### src/design/c3ef_pkg.sv
// Shared types and constants for the 3x3 replicate-border convolution filter.
// No dependencies; imported by the window, MAC and top-level modules.
package c3ef_pkg;

    localparam int KSIZE = 3;
    localparam int TAPS = KSIZE * KSIZE;
    localparam int OUT_BITS = 28;
    localparam int COEF_SLOT = 16;
    localparam int KROW_BITS = 48;
    localparam int IMG_W_BITS = 11;
    localparam int IMG_H_BITS = 16;

    localparam int CFG_DATA_BITS = 64;
    localparam int CFG_ADDR_BITS = 6;
    localparam int REG_IDX_LSB = 3;
    localparam int REG_IDX_BITS = 3;

    localparam logic [REG_IDX_BITS-1:0] REG_IMAGE_WIDTH = 3'd0;
    localparam logic [REG_IDX_BITS-1:0] REG_IMAGE_HEIGHT = 3'd1;
    localparam logic [REG_IDX_BITS-1:0] REG_KERNEL_TOP = 3'd2;
    localparam logic [REG_IDX_BITS-1:0] REG_KERNEL_MIDDLE = 3'd3;
    localparam logic [REG_IDX_BITS-1:0] REG_KERNEL_BOTTOM = 3'd4;

    localparam logic [IMG_W_BITS-1:0] WIDTH_RESET = 11'd1024;
    localparam logic [IMG_H_BITS-1:0] HEIGHT_RESET = 16'd1;
    localparam logic [KROW_BITS-1:0] KERNEL_ZERO = 48'h0;
    localparam logic [KROW_BITS-1:0] KERNEL_MID_RESET = 48'h0000_0001_0000;

    localparam logic KIND_PIXEL = 1'b0;
    localparam logic KIND_FLUSH = 1'b1;

    // Per-item control carried from the accept stage into the window stage
    typedef struct packed {
        logic is_pixel;
        logic col_zero;  // pixel: column 0; flush: center column 0
        logic last;      // last column of the row
        logic row_ge2;   // two real rows above exist
    } s1_ctl_t;

    // Results still owed by the item in the window stage
    typedef struct packed {
        logic a;  // interior result of a pixel
        logic b;  // right-edge result at row end
        logic f;  // flush result
    } job_pend_t;

    typedef struct packed {
        logic row_end;
        logic frame_end;
    } job_flags_t;

endpackage

### src/design/c3ef_mac.sv
// Multiply-accumulate pipeline: job register, nine products, row sums and
// the output register of the result channel. Depends on c3ef_pkg.
module c3ef_mac
    import c3ef_pkg::*;
#(
    parameter int PIXEL_BITS = 8,
    parameter int COEF_BITS = 16
) (
    input  logic                              aclk,
    input  logic                              aresetn,
    input  logic [KROW_BITS-1:0]              kernel_rows [KSIZE],
    input  logic                              job_valid,
    output logic                              job_ready,
    input  logic [TAPS*PIXEL_BITS-1:0]        job_pix,
    input  job_flags_t                        job_flags,
    output logic                              m_valid,
    input  logic                              m_ready,
    output logic signed [OUT_BITS-1:0]        m_filtered,
    output logic                              m_row_end,
    output logic                              m_frame_end
);

    localparam int MW = PIXEL_BITS + COEF_BITS + 1;
    localparam int ACC_W = (MW + 4 > OUT_BITS) ? MW + 4 : OUT_BITS;

    logic advance;

    logic                        jv_reg;
    logic [TAPS*PIXEL_BITS-1:0]  jpix_reg;
    job_flags_t                  jflags_reg;

    logic                        pv_reg;
    logic signed [MW-1:0]        prod_reg [TAPS];
    logic signed [MW-1:0]        prod_next [TAPS];
    job_flags_t                  pflags_reg;

    logic                        rv_reg;
    logic signed [ACC_W-1:0]     rsum_reg [KSIZE];
    logic signed [ACC_W-1:0]     rsum_next [KSIZE];
    job_flags_t                  rflags_reg;

    logic signed [ACC_W-1:0]     total;
    logic signed [COEF_BITS-1:0] coef [TAPS];

    assign advance = !m_valid || m_ready;
    assign job_ready = advance;

    always_comb begin
        for (int r = 0; r < KSIZE; r++) begin
            for (int k = 0; k < KSIZE; k++) begin
                coef[r*KSIZE+k] = kernel_rows[r][COEF_SLOT*k +: COEF_BITS];
            end
        end
        for (int i = 0; i < TAPS; i++) begin
            prod_next[i] = $signed({1'b0, jpix_reg[i*PIXEL_BITS +: PIXEL_BITS]}) * coef[i];
        end
        for (int r = 0; r < KSIZE; r++) begin
            rsum_next[r] = ACC_W'(prod_reg[r*KSIZE]) + ACC_W'(prod_reg[r*KSIZE+1])
                         + ACC_W'(prod_reg[r*KSIZE+2]);
        end
        total = rsum_reg[0] + rsum_reg[1] + rsum_reg[2];
    end

    always_ff @(posedge aclk) begin
        if (!aresetn) begin
            jv_reg <= 1'b0;
            pv_reg <= 1'b0;
            rv_reg <= 1'b0;
            m_valid <= 1'b0;
        end else if (advance) begin
            jv_reg <= job_valid;
            pv_reg <= jv_reg;
            rv_reg <= pv_reg;
            m_valid <= rv_reg;
        end
    end

    always_ff @(posedge aclk) begin
        if (advance) begin
            jpix_reg <= job_pix;
            jflags_reg <= job_flags;
            for (int i = 0; i < TAPS; i++) begin
                prod_reg[i] <= prod_next[i];
            end
            pflags_reg <= jflags_reg;
            for (int r = 0; r < KSIZE; r++) begin
                rsum_reg[r] <= rsum_next[r];
            end
            rflags_reg <= pflags_reg;
            // sum wraps to the output width
            m_filtered <= total[OUT_BITS-1:0];
            m_row_end <= rflags_reg.row_end;
            m_frame_end <= rflags_reg.frame_end;
        end
    end

endmodule

### config.mk
export PLATFORM = sky130hd
export DESIGN_NAME = c3ef_mac
export DESIGN_NICKNAME = d
export VERILOG_FILES = /design/src/design/c3ef_pkg.sv /design/src/design/c3ef_mac.sv
export SDC_FILE = /design/constraint.sdc
export NUM_CORES = 2
export LEC_CHECK = 0
export BUFFER_PORTS_ARGS = -buffer_cell sky130_fd_sc_hd__buf_4
export CORE_UTILIZATION = 63
export DETAILED_ROUTE_END_ITERATION = 16
export PLACE_DENSITY = 0.8
export SYNTH_ARGS = -nofsm -noshare
export SYNTH_HDL_FRONTEND = slang
export SYNTH_SLANG_ARGS = --single-unit
### constraint.sdc
create_clock -name aclk -period 30.4 [get_ports aclk]
set_input_delay 0 -clock aclk [delete_from_list [all_inputs] [get_ports aclk]]
set_output_delay 0 -clock aclk [all_outputs]
set_load 0.02 [all_outputs]
* Word level (Yosys, flattened, before mapping)
Memory sizes are Yosys's and may differ from the RTL's.
Cells that the tools add are included.
** Word-level totals
- Register bits :: 112
- Bits in writable memories :: 312
- Input bits :: 222
- Output and inout bits :: 32
- Memories kept :: 2
** Memories
- prod_reg :: depth 9, bits a word 25, rd ports 9, clocked after Yosys merged registers in 0, write ports 9, line c3ef_mac.sv:33 : logic signed [MW-1:0] prod_reg [TAPS];
- rsum_reg :: depth 3, bits a word 29, rd ports 3, clocked after Yosys merged registers in 0, write ports 3, line c3ef_mac.sv:38 : logic signed [ACC_W-1:0] rsum_reg [KSIZE];
** Cells by class
- Add/subtract/negate cells :: 8
- $mul :: 9
- Mux-type cells :: 2
- Reductions and logical operators :: 2
** Operators with widths (number)
- $mul A9 B16 Y25 :: 9
- $add A26 B25 Y27 :: 3
- $add A25 B25 Y26 :: 3
- $add A28 B28 Y28 :: 2
- $mux W1 :: 2
- $logic_not A1 Y1 :: 1
- $logic_or A1 B1 Y1 :: 1

* Depth between registers and ports, before layout
- Depth after elaboration :: 4
- Gate-level depth with buffers :: 21

* Worst setup path after synthesis
No wires, ideal clock.
- Path kind :: flip-flop to flip-flop
- From :: register m_valid
- To :: register m_valid
- Library setup time :: 647 ps
- Data arrival time :: 12902 ps
- Required time :: 29753 ps
- Path slack :: 16851 ps
- Cell stages (with the launch flop) :: 4
- Period minus slack after synthesis :: 13549 ps
- Cell sequence :: dfxtp_1 -> nand2b_1 -> clkbuf_1 -> a21boi_0
** On the way
- Longest elaborated chain between the ends :: 2
** RTL lines
- from (decl) :: line c3ef_mac.sv:16 : output logic m_valid,
- from (signal assigned) :: line c3ef_mac.sv:74 : m_valid <= rv_reg;
- $logic_not A1 Y1 :: line c3ef_mac.sv:45 : assign advance = !m_valid || m_ready;
- $logic_or A1 B1 Y1 :: line c3ef_mac.sv:45
- via job_ready :: line c3ef_mac.sv:13 : output logic job_ready,
The timed path passes the listed nets, and every way through them passes these cells.
A chain may end at the register's enable or synchronous reset.

==> results.ini <==
[setup_path]
rr_worst_depth = 18
setup.worst_path.end = prod_reg[0][149]$_DFFE_PP_
worst-setup-path-type = reg2reg
timing.rr.end = prod_reg[0][149]$_DFFE_PP_
startpoint_type = flop
worstSetupEndpointType = flop
r2r_slack_ns = 24.51
setup.worst_path.start = jpix_reg[40]$_DFFE_PP_
worst_ep_arrival_time_ns = 6.27
cp_data_required_time_ns = 30.79
cp_max_fo = 16
rr_startpoint = jpix_reg[40]$_DFFE_PP_

[sta]
max_freq_mhz = 170
slew_headroom = 0.313
slew_violations = 0
fin_tns_setup_ns = 0
finalHoldViolCount = 0
rsz0062_at_grt = false
period_needed_ns = 5.89
fin_worst_skew_ns = 0.0196
worst_pin_slew_ns = 1.03
finalCritPeriodShare = 0.194
setup_viol = 0

[route]
drtAntennaViolNets = 0
drt_wl_total_um = 132000
first_pass_iters = 6
vias_per_cell = 5.46
drc = 0
vias = 41375
avgRoutedWirePerCell_um = 17.4
drt_iter0_drc = 2582

[pwr]
seqPwrFrac = 0.185
switching_share = 0.477
p_leak_nw = 33.1
powerDensity_nw_per_um2 = 122
clockPowerShare = 0.079
switchingPower_w = 0.00384
p_int_w = 0.00422
irDropWorstVdd_v = 0.0000901
combPwrFrac = 0.736

[grt]
grt_usage = 0.286
grt_max_degree = 159
first_global_vias = 44463
grt_first_pass_wirelength_um = 223000
overflow = 0
antenna_found_initial = 1

[layout]
fill_cells = 6854
drive_above_1_share = 0.0563
largest_reg_flops = 225
antenna_cells = 0
finalNetCount = 8077
syn2layout_area_growth_pct = 9.77
final_area_um2 = 65900

[clock_network]
clk-insertion-delay-late_ns = 0.64
htree_num_levels = 2
postCtsSetupRepairBufs = 0
root_buffer = clkbuf_16
hold_buffers = 94
cts_tree = done
cts_resized = 0
cts_sinks = 418
clk_pin_slew_ns = 0.06
cts_buffers = 53
cts_max_path_buffers = 3

[synthesis]
syn_area_per_cell_um2 = 10.1
yosysTopAreaCell = fa_1
synth_top_flop_cell = edfxtp_1
synth.cell_area_um2 = 60000
netlist_top_cells_area = fa_1 34%, edfxtp_1 21%, ha_1 11%
yosys_warnings = 0
synth_cell_types = 69
synth_edf_count = 414
synthTopCellsByCount = 1399 x inv_1, 1024 x fa_1, 638 x and2_1, 607 x nand2_1, 551 x ha_1
syn_inst = 5961
async_flop_share = 0
synth.most_common_cell = inv_1
synth_top_area_frac = 0.342
ys_seq_area_frac = 0.208
synth-seq-cells = 418
syn_nets = 7758

[floorplan]
initial_core_util = 0.639
core_um2 = 93900
fp.dieH_um = 311
die_w_um = 311
fp-row-count = 112
io_pins = 254
die_area_um2 = 96500

[placed_design]
place.gp.congestion = 0.915
io_buffers = 253
placed_cell_area_um2 = 63200
place_hpwl_um = 107000

[min_path]
min_from = job_pix[61]
hp-class = in2reg

[run]
maxCapViolations = 0

[outcome]
status = complete, no violations

[power groups by stage]
| stage | Combinational, W | Clock [W] | Sequential [W] |
|---|---|---|---|
| 2_1_floorplan | 0.00446 | 0 | 0.00140 |
| 3_3_place_gp | 0.00567 | 0 | 0.00149 |
| 3_5_place_dp | 0.00580 | 0 | 0.00149 |
| 4_1_cts | 0.00591 | 0.000653 | 0.00149 |
| 5_1_grt | 0.00667 | 0.000668 | 0.00151 |
| 6_report | 0.00592 | 0.000638 | 0.00149 |
[layer usage]
metal / vias up / global-route usage / routed length, um
met5: - / 0 / 13
met4: 2 / 0.0730 / 3330
met3: 198 / 0.0441 / 8990
met2: 1270 / 0.494 / 65600
met1: 20789 / 0.380 / 53800
li1: 19116 / - / -
[final cells by class]
type,instances,area [um2],share of cell area
multi-input cells,4057,41900,0.637
well taps,1254,1570,0.0238
clock buffers,60,1360,0.0207
repair buffers,351,2880,0.0438
clock inverters,40,369,0.00560
flip-flops and latches,418,12500,0.190
inverters,1399,5250,0.0797
[stage by stage]
step / util / hold slack [ns] / cells / setup slack (ns) / total power, W
finish: 0.702 / 0.0767 / 7579 / 24.51 / 0.00805
global route: 0.702 / 0.0580 / 7579 / 24.11 / 0.00886
CTS: 0.702 / 0.0343 / 7579 / 24.53 / 0.00805
detailed placement: 0.673 / 0.179 / 7385 / 24.56 / 0.00730
global placement: 0.673 / 0.178 / 7385 / 24.80 / 0.00717
floorplan: - / 0.0989 / 5961 / 16.85 / 0.00586
[worst max-delay path: stages (launching register included)]
cell      delay (ns)
edfxtp_1        0.70
nand2_1         0.16
fa_1            0.57
inv_1           0.06
fa_1            0.48
fa_1            0.54
inv_1           0.05
fa_1            0.50
inv_1           0.05
ha_1            0.32
a21oi_1         0.26
o221ai_1        0.27
a211oi_1        0.48
a21oi_1         0.19
nand2_1         0.13
o22ai_1         0.12
or4b_1          0.49
a31oi_1         0.21
xnor2_1         0.08
[logic make-up after synthesis]
group,Yosys count,share of synthesized area
fa+ha+maj,1575,0.456
buf+inv,1486,0.0929
xor+xnor,291,0.0425
simple gates,1576,0.133
compound gates,611,0.0660
mux,4,0.000667
flops,418,0.208
[worst min-delay path by stage]
stage | depth (start not counted) | end | slack (ns)
after floorplan | 0 | jflags_reg[0]$_DFFE_PP_ | 0.1
after global placement | 1 | jpix_reg[67]$_DFFE_PP_ | 0.18
after detailed placement | 1 | jpix_reg[17]$_DFFE_PP_ | 0.18
after CTS | 2 | jpix_reg[11]$_DFFE_PP_ | 0.03
after global routing | 2 | jpix_reg[61]$_DFFE_PP_ | 0.06
final | 2 | jpix_reg[61]$_DFFE_PP_ | 0.08
[cells in the final DEF (no fill, tap or decap), types with 39 or more instances in the layout]
cell           instances
xnor2_1              210
ha_1                 551
and2_1               638
o21ai_0               73
nand2b_1              39
dlygate4sd3_1         94
xor2_1                81
a21o_1               101
inv_1               1399
buf_4                256
nor2_1               116
nand2_1              607
a21oi_1              191
fa_1                1024
edfxtp_1             414
clkbuf_16             53
nand3_1               40
(Power assumes the default switching activity.)
