## config.mk

```make
export PLATFORM = sky130hd
export DESIGN_NAME = c3ef_window
export DESIGN_NICKNAME = d
export VERILOG_FILES = /design/src/design/c3ef_pkg.sv /design/src/design/c3ef_window.sv
export SDC_FILE = /design/constraint.sdc
export NUM_CORES = 1
export LEC_CHECK = 0
export BUFFER_PORTS_ARGS = -buffer_cell sky130_fd_sc_hd__buf_4
export CAP_MARGIN = 5
export CORE_MARGIN = 8
export CORE_UTILIZATION = 40
export DETAILED_ROUTE_END_ITERATION = 8
export SLEW_MARGIN = 15
export SYNTH_ARGS = -nofsm -noshare
export SYNTH_HDL_FRONTEND = slang
export SYNTH_SLANG_ARGS = --single-unit
```

## constraint.sdc

```tcl
create_clock -name aclk -period 4.08 [get_ports aclk]
set_clock_uncertainty 0.2 [all_clocks]
set_input_delay 0.204 -clock aclk [delete_from_list [all_inputs] [get_ports aclk]]
set_output_delay 0.204 -clock aclk [all_outputs]
set_load 0.02 [all_outputs]
```

## src/design/c3ef_pkg.sv

```systemverilog
// Shared types and constants for the 3x3 replicate-border convolution filter.
// No dependencies; imported by the window, MAC and top-level modules.
package c3ef_pkg;

    localparam int KSIZE = 3;
    localparam int TAPS = KSIZE * KSIZE;
    localparam int OUT_BITS = 28;
    localparam int COEF_SLOT = 16;
    localparam int KROW_BITS = 48;
    localparam int IMG_W_BITS = 11;
    localparam int IMG_H_BITS = 16;

    localparam int CFG_DATA_BITS = 64;
    localparam int CFG_ADDR_BITS = 6;
    localparam int REG_IDX_LSB = 3;
    localparam int REG_IDX_BITS = 3;

    localparam logic [REG_IDX_BITS-1:0] REG_IMAGE_WIDTH = 3'd0;
    localparam logic [REG_IDX_BITS-1:0] REG_IMAGE_HEIGHT = 3'd1;
    localparam logic [REG_IDX_BITS-1:0] REG_KERNEL_TOP = 3'd2;
    localparam logic [REG_IDX_BITS-1:0] REG_KERNEL_MIDDLE = 3'd3;
    localparam logic [REG_IDX_BITS-1:0] REG_KERNEL_BOTTOM = 3'd4;

    localparam logic [IMG_W_BITS-1:0] WIDTH_RESET = 11'd1024;
    localparam logic [IMG_H_BITS-1:0] HEIGHT_RESET = 16'd1;
    localparam logic [KROW_BITS-1:0] KERNEL_ZERO = 48'h0;
    localparam logic [KROW_BITS-1:0] KERNEL_MID_RESET = 48'h0000_0001_0000;

    localparam logic KIND_PIXEL = 1'b0;
    localparam logic KIND_FLUSH = 1'b1;

    // Per-item control carried from the accept stage into the window stage
    typedef struct packed {
        logic is_pixel;
        logic col_zero;  // pixel: column 0; flush: center column 0
        logic last;      // last column of the row
        logic row_ge2;   // two real rows above exist
    } s1_ctl_t;

    // Results still owed by the item in the window stage
    typedef struct packed {
        logic a;  // interior result of a pixel
        logic b;  // right-edge result at row end
        logic f;  // flush result
    } job_pend_t;

    typedef struct packed {
        logic row_end;
        logic frame_end;
    } job_flags_t;

endpackage

```

## src/design/c3ef_window.sv

```systemverilog
// Window stage: builds the 3x3 neighborhood from line-buffer read data and
// issues one convolution job per cycle while job_ready is high. Depends on c3ef_pkg.
module c3ef_window
    import c3ef_pkg::*;
#(
    parameter int PIXEL_BITS = 8,
    parameter int COL_W = 10
) (
    input  logic                        aclk,
    input  logic                        aresetn,
    input  logic                        load,
    input  s1_ctl_t                     load_ctl,
    input  job_pend_t                   load_pend,
    input  logic [COL_W-1:0]            load_addr,
    input  logic [PIXEL_BITS-1:0]       load_pixel,
    input  logic [PIXEL_BITS-1:0]       one_a,
    input  logic [PIXEL_BITS-1:0]       one_b,
    input  logic [PIXEL_BITS-1:0]       two_a,
    input  logic [PIXEL_BITS-1:0]       two_b,
    output logic                        s1_free,
    output logic                        wr_two_en,
    output logic [COL_W-1:0]            wr_two_addr,
    output logic [PIXEL_BITS-1:0]       wr_two_data,
    output logic                        job_valid,
    input  logic                        job_ready,
    output logic [TAPS*PIXEL_BITS-1:0]  job_pix,
    output job_flags_t                  job_flags
);

    logic                  s1_valid_reg;
    logic                  s1_valid_next;
    logic                  fresh_reg;
    s1_ctl_t               ctl_reg;
    job_pend_t             pend_reg;
    job_pend_t             pend_next;
    logic [COL_W-1:0]      addr_reg;
    logic [PIXEL_BITS-1:0] pixel_reg;

    // window columns [col][row]: col 0 left, row 0 top
    logic [PIXEL_BITS-1:0] win_reg [KSIZE][KSIZE];
    logic [PIXEL_BITS-1:0] win_next [KSIZE][KSIZE];
    logic [PIXEL_BITS-1:0] win_use [KSIZE][KSIZE];
    logic [PIXEL_BITS-1:0] job_cols [KSIZE][KSIZE];
    logic [PIXEL_BITS-1:0] new_col [KSIZE];

    // cached copy of the line-buffer entry at the next flush center column
    logic [COL_W-1:0]      held_addr_reg;
    logic [PIXEL_BITS-1:0] held_one_reg;
    logic [PIXEL_BITS-1:0] held_two_reg;

    logic [PIXEL_BITS-1:0] flush_a [KSIZE];
    logic [PIXEL_BITS-1:0] flush_b [KSIZE];
    logic [PIXEL_BITS-1:0] flush_m [KSIZE];
    logic [PIXEL_BITS-1:0] top_a;
    logic [PIXEL_BITS-1:0] top_b;
    logic [PIXEL_BITS-1:0] top_h;
    logic                  commit;
    logic                  flush_take;

    assign commit = s1_valid_reg && fresh_reg;

    always_comb begin
        top_a = ctl_reg.row_ge2 ? two_a : one_a;
        top_b = ctl_reg.row_ge2 ? two_b : one_b;
        top_h = ctl_reg.row_ge2 ? held_two_reg : held_one_reg;

        new_col[0] = top_a;
        new_col[1] = one_a;
        new_col[2] = pixel_reg;

        for (int r = 0; r < KSIZE; r++) begin
            for (int k = 0; k < KSIZE - 1; k++) begin
                win_next[k][r] = ctl_reg.col_zero ? new_col[r] : win_reg[k+1][r];
            end
            win_next[KSIZE-1][r] = new_col[r];
            for (int k = 0; k < KSIZE; k++) begin
                win_use[k][r] = fresh_reg ? win_next[k][r] : win_reg[k][r];
            end
        end

        flush_a[0] = top_a;
        flush_a[1] = one_a;
        flush_a[2] = one_a;
        flush_b[0] = top_b;
        flush_b[1] = one_b;
        flush_b[2] = one_b;
        for (int r = 0; r < KSIZE; r++) begin
            if (ctl_reg.col_zero) begin
                flush_m[r] = flush_a[r];
            end else if (ctl_reg.last) begin
                flush_m[r] = flush_b[r];
            end else begin
                flush_m[r] = (r == 0) ? top_h : held_one_reg;
            end
        end

        job_flags = '0;
        for (int r = 0; r < KSIZE; r++) begin
            if (pend_reg.a) begin
                job_cols[0][r] = win_use[0][r];
                job_cols[1][r] = win_use[1][r];
                job_cols[2][r] = win_use[2][r];
            end else if (pend_reg.b) begin
                // right edge replicates the last column
                job_cols[0][r] = win_use[1][r];
                job_cols[1][r] = win_use[2][r];
                job_cols[2][r] = win_use[2][r];
            end else begin
                job_cols[0][r] = flush_a[r];
                job_cols[1][r] = flush_m[r];
                job_cols[2][r] = flush_b[r];
            end
        end
        if (pend_reg.a) begin
            job_flags = '0;
        end else if (pend_reg.b) begin
            job_flags.row_end = 1'b1;
        end else begin
            job_flags.row_end = ctl_reg.last;
            job_flags.frame_end = ctl_reg.last;
        end

        for (int r = 0; r < KSIZE; r++) begin
            for (int k = 0; k < KSIZE; k++) begin
                job_pix[(r*KSIZE+k)*PIXEL_BITS +: PIXEL_BITS] = job_cols[k][r];
            end
        end
    end

    assign job_valid = s1_valid_reg && (pend_reg.a || pend_reg.b || pend_reg.f);
    assign flush_take = job_valid && job_ready && !ctl_reg.is_pixel;

    always_comb begin
        pend_next = pend_reg;
        if (job_valid && job_ready) begin
            if (pend_reg.a) begin
                pend_next.a = 1'b0;
            end else if (pend_reg.b) begin
                pend_next.b = 1'b0;
            end else begin
                pend_next.f = 1'b0;
            end
        end
        s1_valid_next = s1_valid_reg && (pend_next != '0);
    end

    assign s1_free = !s1_valid_next;

    // line_two takes the old line_one value of the same column
    assign wr_two_en = commit && ctl_reg.is_pixel;
    assign wr_two_addr = addr_reg;
    assign wr_two_data = one_a;

    always_ff @(posedge aclk) begin
        if (!aresetn) begin
            s1_valid_reg <= 1'b0;
            fresh_reg <= 1'b0;
            pend_reg <= '0;
            for (int k = 0; k < KSIZE; k++) begin
                for (int r = 0; r < KSIZE; r++) begin
                    win_reg[k][r] <= '0;
                end
            end
        end else begin
            if (commit && ctl_reg.is_pixel) begin
                for (int k = 0; k < KSIZE; k++) begin
                    for (int r = 0; r < KSIZE; r++) begin
                        win_reg[k][r] <= win_next[k][r];
                    end
                end
            end
            if (load) begin
                s1_valid_reg <= 1'b1;
                fresh_reg <= 1'b1;
                pend_reg <= load_pend;
            end else begin
                s1_valid_reg <= s1_valid_next;
                fresh_reg <= 1'b0;
                pend_reg <= pend_next;
            end
        end
    end

    always_ff @(posedge aclk) begin
        if (load) begin
            ctl_reg <= load_ctl;
            addr_reg <= load_addr;
            pixel_reg <= load_pixel;
        end
        if (commit && ctl_reg.is_pixel) begin
            if (addr_reg == held_addr_reg) begin
                held_one_reg <= pixel_reg;
                held_two_reg <= one_a;
            end
        end else if (flush_take && !ctl_reg.last) begin
            // refill only once this flush job is gone; it reads the cache until then
            held_addr_reg <= addr_reg;
            held_one_reg <= one_b;
            held_two_reg <= two_b;
        end
    end

endmodule

```

After elaboration in Yosys (flattened, before gate mapping)
Memory sizes are Yosys's and may differ from the RTL's.
Index checks and enable logic that the tools add are counted.
Widths: inputs -> output; s select.

storage, ports and cells
  input bits = 61
  output and inout bits = 95
  memories = 1
  memory bits (writable) = 72
  word-level logic and storage cells = 111
  register bits = 53

cells by class
  mux-type cells = 68
  bitwise logic cells = 10
  reduce and logical (&&, ||, !) cells = 16
  equal/unequal tests = 2

memory list
  name     depth  bits a word  read ports  clocked after Yosys merged registers in  wr ports  line               text
  win_reg  3      24           3           0                                        3         c3ef_window.sv:40  logic [PIXEL_BITS-1:0] win_reg [KSIZE][KSIZE];

operators with widths
  kind                count
  $mux 8              55
  $eq 10x10->1        1
  $mux 1              9
  $or 1x1->1          9
  $logic_and 1x1->1   7
  $mux 3              2
  $mux 2              2
  $reduce_and 2->1    2
  $logic_not 1->1     3
  $reduce_bool 3->1   1
  $logic_or 1x1->1    2
  $ne 2x1->1 const B  1
  $reduce_bool 2->1   1
  $not 1->1           1

Longest topological paths before layout
  depth in word-level cells = 8
  depth in mapped cells = 7
  depth with buffers taken out = 4

Least setup slack after synthesis
Ideal clock, no wire load.

  path type = register to register
  from = register fresh_reg
  to = memory win_reg[0][0] (netlist name), enable pin
  path slack = 0.815 ns
  arrival = 2.323 ns
  setup time = 0.742 ns
  buffers on the path = 3
  stages on the path, launching flop included = 6
  cell sequence = dfxtp_1 -> buf_2 -> nand3_1 -> clkbuf_1 -> clkbuf_1 -> nand2_1

RTL lines
  what                    line                text
  start, declared         c3ef_window.sv:32   logic fresh_reg;
  start signal, assigned  c3ef_window.sv:157  fresh_reg <= 1'b0;
  start signal, assigned  c3ef_window.sv:174  fresh_reg <= 1'b1;
  start signal, assigned  c3ef_window.sv:178  fresh_reg <= 1'b0;
  end, declared           c3ef_window.sv:40

Final worst setup path
  from = register ctl_reg[2] (netlist name)
  to = output port job_pix[8]

on the way
  longest elaborated chain between the ends = 3
  elaborated cells on any way between the ends = 5
  those cells by class = 5 x mux

ends and longest elaborated chain
  what                       line                                   text
  start, declared            c3ef_window.sv:33                      s1_ctl_t ctl_reg;
  start signal, assigned     c3ef_window.sv:186                     ctl_reg <= load_ctl;
  $mux 8 (on tied branches)  c3ef_window.sv:88, c3ef_window.sv:73
  $mux 8 (on tied branches)  c3ef_window.sv:103, c3ef_window.sv:77
  $mux 8 *                   c3ef_window.sv:99                      if (pend_reg.a) begin
  end, declared              c3ef_window.sv:26                      output logic [TAPS*PIXEL_BITS-1:0] job_pix,

Every way passes the cells marked *; elsewhere a longest branch is shown, timed or not.

==> flow_results.xml <==
<?xml version="1.0" encoding="UTF-8"?>
<metrics>
  <group name="logic_synthesis">
    <metric name="synth-edff-count" unit="">120</metric>
    <metric name="synthDominantAreaCellType" unit="">sky130_fd_sc_hd__edfxtp_1</metric>
    <metric name="ys_async_sr_fraction" unit="">0</metric>
    <metric name="post_synth_num_cell_types" unit="">44</metric>
    <metric name="yosys.area_share.simple" unit="">0.133</metric>
    <metric name="synth.avg_cell_area" unit="sq um">10.1</metric>
    <metric name="adder_cell_fraction_of_synth_area" unit="">0.00130</metric>
    <metric name="ys_dominant_reg_cell" unit="">sky130_fd_sc_hd__edfxtp_1</metric>
    <metric name="area_fraction_in_compound_gates_after_synthesis" unit="">0.159</metric>
    <metric name="synth_top_family_by_area" unit="">multiplexers</metric>
    <metric name="synth_sequential_area_ratio" unit="">0.483</metric>
    <metric name="library_cell_with_the_highest_instance_count_after_synthesis" unit="">sky130_fd_sc_hd__edfxtp_1</metric>
    <metric name="synth_top_cells_by_count" unit="">sky130_fd_sc_hd__edfxtp_1 (120), sky130_fd_sc_hd__nand2_1 (100), sky130_fd_sc_hd__nor2_1 (80)</metric>
    <metric name="synth_fp_nets" unit="">824</metric>
    <metric name="synth_largest_type_area_fraction" unit="">0.470</metric>
    <metric name="ys_ff_latch" unit="">125</metric>
    <metric name="synthTopCellsByArea" unit="">sky130_fd_sc_hd__edfxtp_1 (47%), sky130_fd_sc_hd__mux2i_1 (9.7%), sky130_fd_sc_hd__nand2_1 (4.9%)</metric>
    <metric name="post_synthesis_cells" unit="">763</metric>
    <metric name="synth-xor-area-share" unit="">0.0114</metric>
    <metric name="synth-warning-count" unit="">0</metric>
    <metric name="syn_area" unit="sq um">7670</metric>
    <metric name="synth_mux_area_frac" unit="">0.163</metric>
  </group>
  <group name="drt">
    <metric name="routed_wire_length_per_instance" unit="um">20.8</metric>
    <metric name="postRouteAntennaNets" unit="">0</metric>
    <metric name="viasPerCell" unit="">5.52</metric>
    <metric name="drc_errors" unit="">0</metric>
    <metric name="route.vias.total" unit="">6558</metric>
    <metric name="drt_iter0_markers" unit="">410</metric>
    <metric name="detail_route.first_pass.iterations" unit="">5</metric>
    <metric name="totalWireLength" unit="um">24700</metric>
  </group>
  <group name="worst_setup_path">
    <metric name="r2r_depth" unit="">6</metric>
    <metric name="critPathLaunchType" unit="">flip-flop</metric>
    <metric name="rr_endpoint" unit="">held_one_reg[5]</metric>
    <metric name="endpoint_kind" unit="">output pin</metric>
    <metric name="cp.arrival" unit="ns">2.56</metric>
    <metric name="timing.critical_path.fanout_max" unit="">76</metric>
    <metric name="rrSetupSlack" unit="ns">1.54</metric>
    <metric name="worst-setup-path-type" unit="">reg -&gt; out</metric>
    <metric name="timing.critical_path.required" unit="ns">3.68</metric>
    <metric name="worstReg2RegStart" unit="">pend_reg[1]</metric>
  </group>
  <group name="floorplanning">
    <metric name="horiz_die_dim" unit="um">155</metric>
    <metric name="die-area" unit="sq um">23900</metric>
    <metric name="fp.dieH" unit="um">155</metric>
    <metric name="num_rows" unit="">50</metric>
    <metric name="floorplan.initialDensity" unit="">0.409</metric>
    <metric name="design.core.area" unit="sq um">18800</metric>
    <metric name="pin_count" unit="">156</metric>
  </group>
  <group name="worst_hold_path">
    <metric name="timing.hold.worst.class" unit="">in -&gt; reg</metric>
    <metric name="holdPathStages" unit="">2</metric>
    <metric name="min_to" unit="">win_reg[0][58]</metric>
    <metric name="worst_hold_startpoint" unit="">one_a[2]</metric>
  </group>
  <group name="place">
    <metric name="gp_routability_congestion" unit="">0.836</metric>
    <metric name="port_buffers" unit="">155</metric>
    <metric name="hpwl" unit="um">16800</metric>
  </group>
  <group name="layout">
    <metric name="final_core_util" unit="">0.536</metric>
    <metric name="antenna_cells_inserted" unit="">0</metric>
    <metric name="max_reg_flops" unit="">72</metric>
    <metric name="layout-area-overhead-vs-synth" unit="%">31.0</metric>
    <metric name="design.final.nets" unit="">1001</metric>
    <metric name="drive_above_1_share" unit="">0.271</metric>
  </group>
  <group name="clock_network">
    <metric name="clk_pin_slew" unit="ns">0.06</metric>
    <metric name="clkLatencyLatePin" unit="ns">0.43</metric>
    <metric name="cts_tree" unit="">yes</metric>
    <metric name="cts_num_sinks" unit="">125</metric>
    <metric name="ctsRootBufferMaster" unit="">sky130_fd_sc_hd__clkbuf_16</metric>
    <metric name="max_root_sink_buffers" unit="">2</metric>
    <metric name="h-tree-depth" unit="">4</metric>
    <metric name="cts_inserted_buffers" unit="">17</metric>
  </group>
  <group name="sta">
    <metric name="setup-violations-final" unit="">0</metric>
    <metric name="worst_pin_slew" unit="ns">1.05</metric>
    <metric name="timing_max_transition_violations_final" unit="">0</metric>
    <metric name="setup_tns" unit="ns">0</metric>
    <metric name="final_hold_viol_count" unit="">0</metric>
    <metric name="max_freq" unit="MHz">337</metric>
    <metric name="minimum_clock_period" unit="ns">2.97</metric>
    <metric name="timing.max_slew.rel_slack" unit="">0.301</metric>
    <metric name="setup_repair_after_global_routing_missed_its_margin" unit="">no</metric>
    <metric name="post-route-period-util" unit="">0.728</metric>
  </group>
  <group name="global_routing">
    <metric name="grt_max_degree" unit="">77</metric>
    <metric name="residual_overflow_from_global_routing" unit="">0</metric>
    <metric name="grt_pass1_vias" unit="">6507</metric>
    <metric name="gr-usage-all-layers" unit="">0.206</metric>
    <metric name="grt_pass1_wl" unit="um">38100</metric>
    <metric name="grt_antenna_before_repair" unit="">0</metric>
  </group>
  <group name="power_and_ir_drop">
    <metric name="static-leakage-power" unit="nW">4.02</metric>
    <metric name="totalPowerFinal" unit="mW">3.85</metric>
    <metric name="powerDensity" unit="nW/um^2">383</metric>
    <metric name="vdd.ir_drop.worst" unit="mV">0.262</metric>
  </group>
  <group name="flow_run">
    <metric name="max_cap_violations" unit="">0</metric>
  </group>
  <group name="run_status">
    <metric name="run_status" unit="">completed</metric>
  </group>
</metrics>
## layout by cell type, fill, tap and decap left out, drive strengths merged, types with 7 or more instances in the layout
cell type / instances
buf: 169
edfxtp: 120
nand2: 100
nor2: 80
mux2i: 80
a21oi: 66
o21ai: 59
dlygate4sd3: 57
mux2: 24
o211ai: 18
clkbuf: 18
inv: 18
a22oi: 16
and3: 16
a211oi: 13
xor2: 10
nor2b: 8
nor3: 8
mux4: 7
a221oi: 7
## logic make-up (layout without fill, tap and decap cells)
| logic type | count (synthesis) | in the layout |
|---|---|---|
| muxes | 111 | 111 |
| AOI/OAI and AO/OA | 198 | 198 |
| and+or+nand+nor | 236 | 236 |
| adders and majority gates | 1 | 1 |
| xor gates and xnor gates | 10 | 10 |
| buffers and inverters | 82 | 272 |
| DFF | 125 | 125 |
## layout make-up
cell class	instances	area, sq um
Inverter	14	52.6
Clock buffer	18	429
Clock inverter	14	115
Timing Repair Buffer	226	1850
Fill cell	1676	8710
Sequential cell	125	3710
Tap cell	234	293
Multi-Input combinational cell	556	3600
## layer usage
metal	vias up	track usage	share of wire
li1	3156	-	-
met5	-	0	0
met2	231	0.334	0.48
met4	0	0.0639	0.015
met1	3143	0.266	0.44
met3	28	0.0507	0.065
## through the flow
step | cells | area [sq um] | setup WS, ns | hold WS, ns
6_report | 1187 | 10100 | 1.11 | 0.0229
5_1_grt | 1187 | 10100 | 0.901 | 0.0154
4_1_cts | 1187 | 10100 | 1.06 | 0.00323
3_5_place_dp | 1098 | 8940 | 1.52 | 0.183
3_3_place_gp | 1098 | 8940 | 1.50 | 0.182
2_1_floorplan | 763 | 7670 | 0.815 | 0.103
## what timing repair did
item                                   4_1_cts  5_1_grt
buffers inserted                             0        0
endpoints found under the hold margin       50        0
resized for setup                            0        0
hold buffers                                57        0
## critical path: stages (launching register included)
cell and delay, ns:
sky130_fd_sc_hd__edfxtp_1 0.34, sky130_fd_sc_hd__buf_4 0.64, sky130_fd_sc_hd__nor2_1 0.15, sky130_fd_sc_hd__a211oi_1 0.32, sky130_fd_sc_hd__nor2_1 0.12, sky130_fd_sc_hd__a221oi_1 0.28, sky130_fd_sc_hd__buf_4 0.21
## report_power, final
group / switching [mW] / internal [mW] / leakage [nW]
clock: 0.620 / 0.786 / 0.251
sequential: 0.0461 / 1.47 / 1.24
combinational: 0.543 / 0.390 / 2.53
total: 1.21 / 2.64 / 4.02
## how the worst max path moves through the flow
stage	startpoint	endpoint	slack (ns)
2_1_floorplan	fresh_reg	win_reg[0][0]	0.82
3_3_place_gp	pend_reg[2]	job_pix[63]	1.50
3_5_place_dp	pend_reg[2]	job_pix[63]	1.52
4_1_cts	pend_reg[2]	job_pix[63]	1.06
5_1_grt	ctl_reg[2]	job_pix[8]	0.90
6_report	ctl_reg[2]	job_pix[8]	1.11
No activity file was read; power rests on OpenSTA's default activity.
